<file path="config.mk">
export PLATFORM = sky130hd
export DESIGN_NAME = c_string_literal_unescaper
export DESIGN_NICKNAME = d
export VERILOG_FILES = /design/src/design/cslu_pkg.sv /design/src/design/cslu_decode.sv /design/src/design/c_string_literal_unescaper.sv
export SDC_FILE = /design/constraint.sdc
export NUM_CORES = 1
export LEC_CHECK = 0
export ABC_CLOCK_PERIOD_IN_PS = 3150
export BUFFER_PORTS_ARGS = -buffer_cell sky130_fd_sc_hd__buf_4
export CAP_MARGIN = 30
export CORE_ASPECT_RATIO = 2
export CORE_MARGIN = 1.5
export CORE_UTILIZATION = 40
export CTS_BUF_LIST = sky130_fd_sc_hd__clkbuf_8
export CTS_CLUSTER_SIZE = 8
export DETAILED_ROUTE_END_ITERATION = 6
export SLEW_MARGIN = 20
export SYNTH_ARGS = -nofsm -noshare
export SYNTH_HDL_FRONTEND = slang
export SYNTH_SLANG_ARGS = --single-unit
</file>
<file path="constraint.sdc">
create_clock -name clk -period 3.15 [get_ports clk]
set_input_delay 0.1575 -clock clk [delete_from_list [all_inputs] [get_ports clk]]
set_output_delay 0.1575 -clock clk [all_outputs]
set_load 0.05 [all_outputs]
</file>
<file path="src/design/cslu_pkg.sv">
// ----------------------------------------------------------------------------
// cslu_pkg
// Shared types, character codes and a hex helper for the C string literal
// unescaper.
// ----------------------------------------------------------------------------
package cslu_pkg;

  typedef enum logic [2:0] {
    PH_IDLE = 3'd0,
    PH_STR  = 3'd1,
    PH_ESC  = 3'd2,
    PH_HEX1 = 3'd3,
    PH_HEX2 = 3'd4
  } phase_t;

  typedef enum logic [1:0] {
    ST_BYTE = 2'd0,
    ST_DONE = 2'd1,
    ST_BAD  = 2'd2
  } status_t;

  localparam logic [7:0] CH_NUL    = 8'h00;
  localparam logic [7:0] CH_TAB    = 8'h09;
  localparam logic [7:0] CH_LF     = 8'h0A;
  localparam logic [7:0] CH_CR     = 8'h0D;
  localparam logic [7:0] CH_SPACE  = 8'h20;
  localparam logic [7:0] CH_QUOTE  = 8'h22;
  localparam logic [7:0] CH_ZERO   = 8'h30;
  localparam logic [7:0] CH_NINE   = 8'h39;
  localparam logic [7:0] CH_UA     = 8'h41;
  localparam logic [7:0] CH_UF     = 8'h46;
  localparam logic [7:0] CH_BSLASH = 8'h5C;
  localparam logic [7:0] CH_LA     = 8'h61;
  localparam logic [7:0] CH_LF_A   = 8'h66;
  localparam logic [7:0] CH_LN     = 8'h6E;
  localparam logic [7:0] CH_LR     = 8'h72;
  localparam logic [7:0] CH_LT     = 8'h74;
  localparam logic [7:0] CH_LX     = 8'h78;

  // One result item.
  typedef struct packed {
    logic [7:0] data;
    status_t    status;
    logic       last;
  } result_t;

  // Decoder verdict for one text byte.
  typedef struct packed {
    logic       emit;
    result_t    res;
    phase_t     phase_next;
    logic [3:0] nibble_next;
  } step_t;

  // Hex digit test: bit 4 set means the byte is not a hex digit.
  function automatic logic [4:0] hex_val(input logic [7:0] c);
    logic [7:0] d;
    begin
      d = 8'd0;
      if (c >= CH_ZERO && c <= CH_NINE) begin
        d = c - CH_ZERO;
        hex_val = {1'b0, d[3:0]};
      end else if (c >= CH_LA && c <= CH_LF_A) begin
        d = c - CH_LA + 8'd10;
        hex_val = {1'b0, d[3:0]};
      end else if (c >= CH_UA && c <= CH_UF) begin
        d = c - CH_UA + 8'd10;
        hex_val = {1'b0, d[3:0]};
      end else begin
        hex_val = 5'h10;
      end
    end
  endfunction

endpackage

</file>
<file path="src/design/cslu_decode.sv">
// ----------------------------------------------------------------------------
// cslu_decode
// One-byte step of the literal parser: next phase, hex nibble and result.
// ----------------------------------------------------------------------------
module cslu_decode (
  input  logic [7:0]       text_byte,
  input  cslu_pkg::phase_t phase,
  input  logic [3:0]       high_nibble,
  output cslu_pkg::step_t  step
);

  logic [4:0] hv;

  assign hv = cslu_pkg::hex_val(text_byte);

  always_comb begin
    step             = '0;
    step.phase_next  = phase;
    step.nibble_next = high_nibble;
    step.res.status  = cslu_pkg::ST_BYTE;
    case (phase)
      cslu_pkg::PH_STR: begin
        if (text_byte == cslu_pkg::CH_NUL) begin
          step.emit          = 1'b1;
          step.res.status    = cslu_pkg::ST_BAD;
        end else if (text_byte == cslu_pkg::CH_QUOTE) begin
          step.emit          = 1'b1;
          step.res.status    = cslu_pkg::ST_DONE;
        end else if (text_byte == cslu_pkg::CH_BSLASH) begin
          step.phase_next    = cslu_pkg::PH_ESC;
        end else begin
          step.emit          = 1'b1;
          step.res.data      = text_byte;
        end
      end
      cslu_pkg::PH_ESC: begin
        step.phase_next = cslu_pkg::PH_STR;
        step.emit       = 1'b1;
        case (text_byte)
          cslu_pkg::CH_LN:     step.res.data = cslu_pkg::CH_LF;
          cslu_pkg::CH_LR:     step.res.data = cslu_pkg::CH_CR;
          cslu_pkg::CH_LT:     step.res.data = cslu_pkg::CH_TAB;
          cslu_pkg::CH_ZERO:   step.res.data = cslu_pkg::CH_NUL;
          cslu_pkg::CH_BSLASH: step.res.data = cslu_pkg::CH_BSLASH;
          cslu_pkg::CH_QUOTE:  step.res.data = cslu_pkg::CH_QUOTE;
          cslu_pkg::CH_LX: begin
            step.emit       = 1'b0;
            step.phase_next = cslu_pkg::PH_HEX1;
          end
          default:             step.res.status = cslu_pkg::ST_BAD;
        endcase
      end
      cslu_pkg::PH_HEX1: begin
        if (hv[4]) begin
          step.emit          = 1'b1;
          step.res.status    = cslu_pkg::ST_BAD;
        end else begin
          step.nibble_next   = hv[3:0];
          step.phase_next    = cslu_pkg::PH_HEX2;
        end
      end
      cslu_pkg::PH_HEX2: begin
        step.emit = 1'b1;
        if (hv[4]) begin
          step.res.status    = cslu_pkg::ST_BAD;
        end else begin
          step.res.data      = {high_nibble, hv[3:0]};
          step.phase_next    = cslu_pkg::PH_STR;
        end
      end
      default: begin
        // Idle, and any unused phase code: skip whitespace, wait for a quote, fault on any other byte.
        step.phase_next = cslu_pkg::PH_IDLE;
        if (text_byte == cslu_pkg::CH_SPACE || text_byte == cslu_pkg::CH_TAB ||
            text_byte == cslu_pkg::CH_CR || text_byte == cslu_pkg::CH_LF) begin
          step.emit = 1'b0;
        end else if (text_byte == cslu_pkg::CH_QUOTE) begin
          step.phase_next = cslu_pkg::PH_STR;
        end else begin
          step.emit       = 1'b1;
          step.res.status = cslu_pkg::ST_BAD;
        end
      end
    endcase
    // Any completion or fault drops back to idle and clears the nibble.
    step.res.last = (step.res.status != cslu_pkg::ST_BYTE);
    if (step.emit && step.res.last) begin
      step.phase_next  = cslu_pkg::PH_IDLE;
      step.nibble_next = 4'd0;
    end
  end

endmodule

</file>
<file path="src/design/c_string_literal_unescaper.sv">
// ----------------------------------------------------------------------------
// c_string_literal_unescaper
// Streaming decoder for one double-quoted C string literal at a time.
// ----------------------------------------------------------------------------
// Feed text one byte per transfer; a zero byte marks end of text. Leading
// space, tab, CR and LF are skipped, then an opening double quote is required.
// Each plain byte of the string comes out as a status 0 result; escapes \n \r
// \t \0 \\ \" and \xHH (either case) come out decoded. The closing quote gives
// status 1, any fault (missing quote, bad escape, bad hex digit, early end)
// gives status 2; both raise last and return the decoder to idle. The opening
// quote, backslashes, the x of a hex escape and its first digit, and skipped
// whitespace produce no result. Throughput is one text byte per cycle while
// the result channel does not stall: a byte is held in the input register,
// decoded there by the phase logic, and its result lands in the output
// register, which raises result_valid. The only loop is the 3-bit phase plus
// the 4-bit hex nibble, updated in the same cycle a byte leaves the input
// register, so back-to-back bytes never wait on each other.
// ----------------------------------------------------------------------------
module c_string_literal_unescaper (
  input  logic       clk,
  input  logic       rst,
  // text channel
  input  logic       text_valid,
  output logic       text_stall,
  input  logic [7:0] text_byte,
  // result channel
  output logic       result_valid,
  input  logic       result_stall,
  output logic [7:0] decoded_byte,
  output logic [1:0] status,
  output logic       last
);

  // Input register.
  logic             in_full;
  logic [7:0]       in_byte;
  // Parser state.
  cslu_pkg::phase_t phase;
  logic [3:0]       high_nibble;
  // Output register.
  cslu_pkg::result_t res;

  cslu_pkg::step_t step;
  logic            out_free;
  logic            advance;
  logic            in_load;

  cslu_decode u_decode (
    .text_byte   (in_byte),
    .phase       (phase),
    .high_nibble (high_nibble),
    .step        (step)
  );

  // Output register can take a new result when empty or being drained.
  assign out_free = !result_valid || !result_stall;
  // Advance the held byte only when its result, if any, has a place to go.
  assign advance  = in_full && out_free;
  // Input register takes a byte when empty or emptying this cycle.
  assign text_stall = in_full && !advance;
  assign in_load    = text_valid && !text_stall;

  always_ff @(posedge clk) begin
    if (rst) begin
      in_full <= 1'b0;
    end else if (in_load) begin
      in_full <= 1'b1;
    end else if (advance) begin
      in_full <= 1'b0;
    end
  end

  always_ff @(posedge clk) begin
    if (in_load) begin
      in_byte <= text_byte;
    end
  end

  // Phase and nibble move once per decoded byte.
  always_ff @(posedge clk) begin
    if (rst) begin
      phase       <= cslu_pkg::PH_IDLE;
      high_nibble <= 4'd0;
    end else if (advance) begin
      phase       <= step.phase_next;
      high_nibble <= step.nibble_next;
    end
  end

  always_ff @(posedge clk) begin
    if (rst) begin
      result_valid <= 1'b0;
    end else if (out_free) begin
      result_valid <= advance && step.emit;
    end
  end

  // Hold the payload while stalled; load only a real result.
  always_ff @(posedge clk) begin
    if (out_free && advance && step.emit) begin
      res <= step.res;
    end
  end

  assign decoded_byte = res.data;
  assign status       = res.status;
  assign last         = res.last;

endmodule
</file>
==> flow_metrics.py <==
metrics = {
    "drt": {
        "viasPerCell": 5.824,
        "drt-initial-drc-count": 44,
        "routed_wl_mm": 4.115,
        "vias": 1386,
        "antenna_left": 0,
        "drc": 0,
        "routedWlPerCell_um": 17.29,
        "drtPass1Iterations": 4,
    },
    "min_path": {
        "hp-class": "in -> reg",
        "whs_path_depth": 1,
    },
    "clocking": {
        "hold_buffers": 0,
        "cts_tree": "built",
        "cts.sink_count": 28,
        "clockBufferDepth": 2,
        "cts_resized": 0,
        "post_cts_buffers": 0,
        "h-tree-depth": 1,
        "clk_latency_ps": 280,
        "clk_pin_slew_worst_paths_ps": 100,
        "ctsRootBufferMaster": "clkbuf_8",
        "cts-buffers-inserted": 3,
    },
    "floorplanning": {
        "start_util_pct": 41.16,
        "num_rows": 33,
        "die_w_um": 48.63,
        "core-area_sq_mm": 0.004046,
        "ios": 25,
        "die-area_sq_mm": 0.004583,
        "die_height_um": 94.25,
    },
    "global_routing": {
        "grt_pass1_wl_mm": 6.499,
        "grt_overflow": 0,
        "antenna_found_initial": 0,
        "grt_pass1_vias": 1370,
        "grt.total_usage_pct": 18.97,
        "grt_max_degree": 17,
    },
    "logic_synthesis": {
        "syn_nets": 178,
        "synth_top_area_share_pct": 34.26,
        "synth_flop_cell": "edfxtp_1",
        "synth-seq-area-share_pct": 45.08,
        "ys_warn_count": 0,
        "async_flop_share_pct": 0,
        "synth_cell_types": 53,
        "syn_inst": 162,
        "ys_ff_latch": 28,
        "synth_area_sq_mm": 0.001665,
        "synthTopCellsByArea": "edfxtp_1 (34%), dfxtp_1 (11%), nor2_1 (4.1%)",
        "yosys.area.top_type": "edfxtp_1",
        "avgSynthCellArea_sq_um": 10.28,
        "synth_enable_flop_cells": 19,
    },
    "sta": {
        "slew_violations": 0,
        "fin_crit_sh_pct": 89.45,
        "fin_hold_ws_ps": 49.29,
        "skew_ps": 5.614,
        "tightest_slew_ps": 905.7,
        "setup_viol": 0,
        "slew_headroom_pct": 39.21,
        "rsz0062_at_grt": "false",
        "fmax_mhz": 354.9,
        "hold_viol": 0,
        "layout_min_cycle_time_ps": 2818,
        "tns_ps": 0,
    },
    "cells_and_area": {
        "regArea_sq_um": 750.7,
        "areaGrowthSynthToFinish_pct": 17.43,
        "final_net_count": 203,
        "final_common_cell": "buf_4",
        "antenna_cells": 0,
        "nFillCells": 400,
        "most-common-layout-cells": "buf_4 (27), edfxtp_1 (19), nor2_1 (18), nand2_1 (12)",
        "final_layout_size_suffix_gt1_share_pct": 26.88,
        "multiInputGateArea_sq_um": 858.3,
    },
    "run": {
        "drv_cap": 0,
    },
    "power": {
        "power_leakage_nw": 0.6947,
        "p_per_area_mw_per_mm2": 407.2,
        "vdd_drop_max_uv": 294.9,
    },
    "setup_path": {
        "worstRegToRegCells": 8,
        "worstPathMaxFanout": 6,
        "path_buf_inv": 1,
        "cp.depth": 8,
        "cpLargestDelayFamily": "simple AND/OR/NAND/NOR gates",
        "slowest_stage": "edfxtp_1",
        "crit_required_ps": 3330,
        "worstSetupPathType": "reg -> reg",
        "critPathCaptureType": "register",
        "startpoint_type": "register",
        "critPathMaxStageDelay_ps": 470,
        "cp_data_arrival_time_ps": 3000,
        "path_cells": "inv_1 -> ha_1 -> or2b_2 -> nor4b_2 -> nor4_1 -> a211oi_1 -> a31o_2 -> o2bb2ai_1",
    },
    "placed_design": {
        "detailed_place_hpwl_mm": 3.364,
        "port_buffers": 24,
        "place.gp.congestion": 0.9972,
    },
    "run_status": {
        "status": "completed",
    },
}
[flip-flops by register name, summed over array words and instances, names as in the netlist]
signal	count
in_byte	8
phase	3
result_valid	1
status	2
last	1
high_nibble	4
decoded_byte	8
in_full	1
[cells in the mapped netlist (all sizes together), types with 3 or more instances]
cell type,n
or2b,4
and3,3
ha,4
edfxtp,19
buf,3
nand2b,5
a21oi,9
nand3b,4
clkbuf,4
nor3,7
nor2,18
o21ai,9
a22o,4
a221o,4
or3,4
dfxtp,9
nor4,4
a211oi,3
nand2,12
[report_power, final]
group / leakage, nW / switching, W / internal, W
logic: 0.413 / 0.0000577 / 0.0000347
registers: 0.246 / 0.0000136 / 0.000406
clock network: 0.0357 / 0.000114 / 0.000170
total: 0.695 / 0.000186 / 0.000611
[cell families after synthesis]
kind of cell	count (synthesis)	synth area share [%]
compound gates	44	19.46
xor+xnor	2	1.052
fa+ha+maj	4	3.005
buf+inv	9	3.381
flops	28	45.08
simple gates	75	28.02
[worst paths after layout]
| check | startpoint | to | slack [ps] |
|---|---|---|---|
| worst min register to register | high_nibble[3] | high_nibble[3] | 500 |
| worst max-delay path | in_byte[0] | high_nibble[0] | 330 |
| worst max register to register | in_byte[0] | high_nibble[0] | 330 |
| worst min-delay path | text_byte[4] | in_byte[4] | 50 |
[stage by stage]
| stage | instance area, sq um | cells | total power [W] | setup WS, ps | utilization, % |
|---|---|---|---|---|---|
| after floorplan | 1665 | 162 | 0.0004851 | 618.0 | - |
| after global placement | 1884 | 234 | 0.0005187 | 445.7 | 46.57 |
| after detailed placement | 1884 | 234 | 0.0005202 | 385.4 | 46.57 |
| after CTS | 1956 | 238 | 0.0007990 | 369.9 | 48.33 |
| after global routing | 1956 | 238 | 0.0008196 | 251.7 | 48.33 |
| final | 1956 | 238 | 0.0007963 | 332.2 | 48.33 |
[per-layer routing]
| layer | vias up | global-route usage, % | share of wire [%] |
|---|---|---|---|
| met3 | 28 | 1.433 | 3.3 |
| li1 | 671 | - | - |
| met4 | 0 | 21.90 | 12 |
| met2 | 65 | 34.13 | 52 |
| met1 | 622 | 16.90 | 34 |
| met5 | - | 0 | 0 |
[final cells by class]
class,instances,area share (%)
clock buffers,3,2.111
flip-flops and latches,28,38.39
repair buffers,27,10.36
multi-input cells,125,43.89
inverters,2,0.3839
well taps,52,3.327
clock inverters,1,1.536
Note: power is estimated with default switching activity, not from simulation.
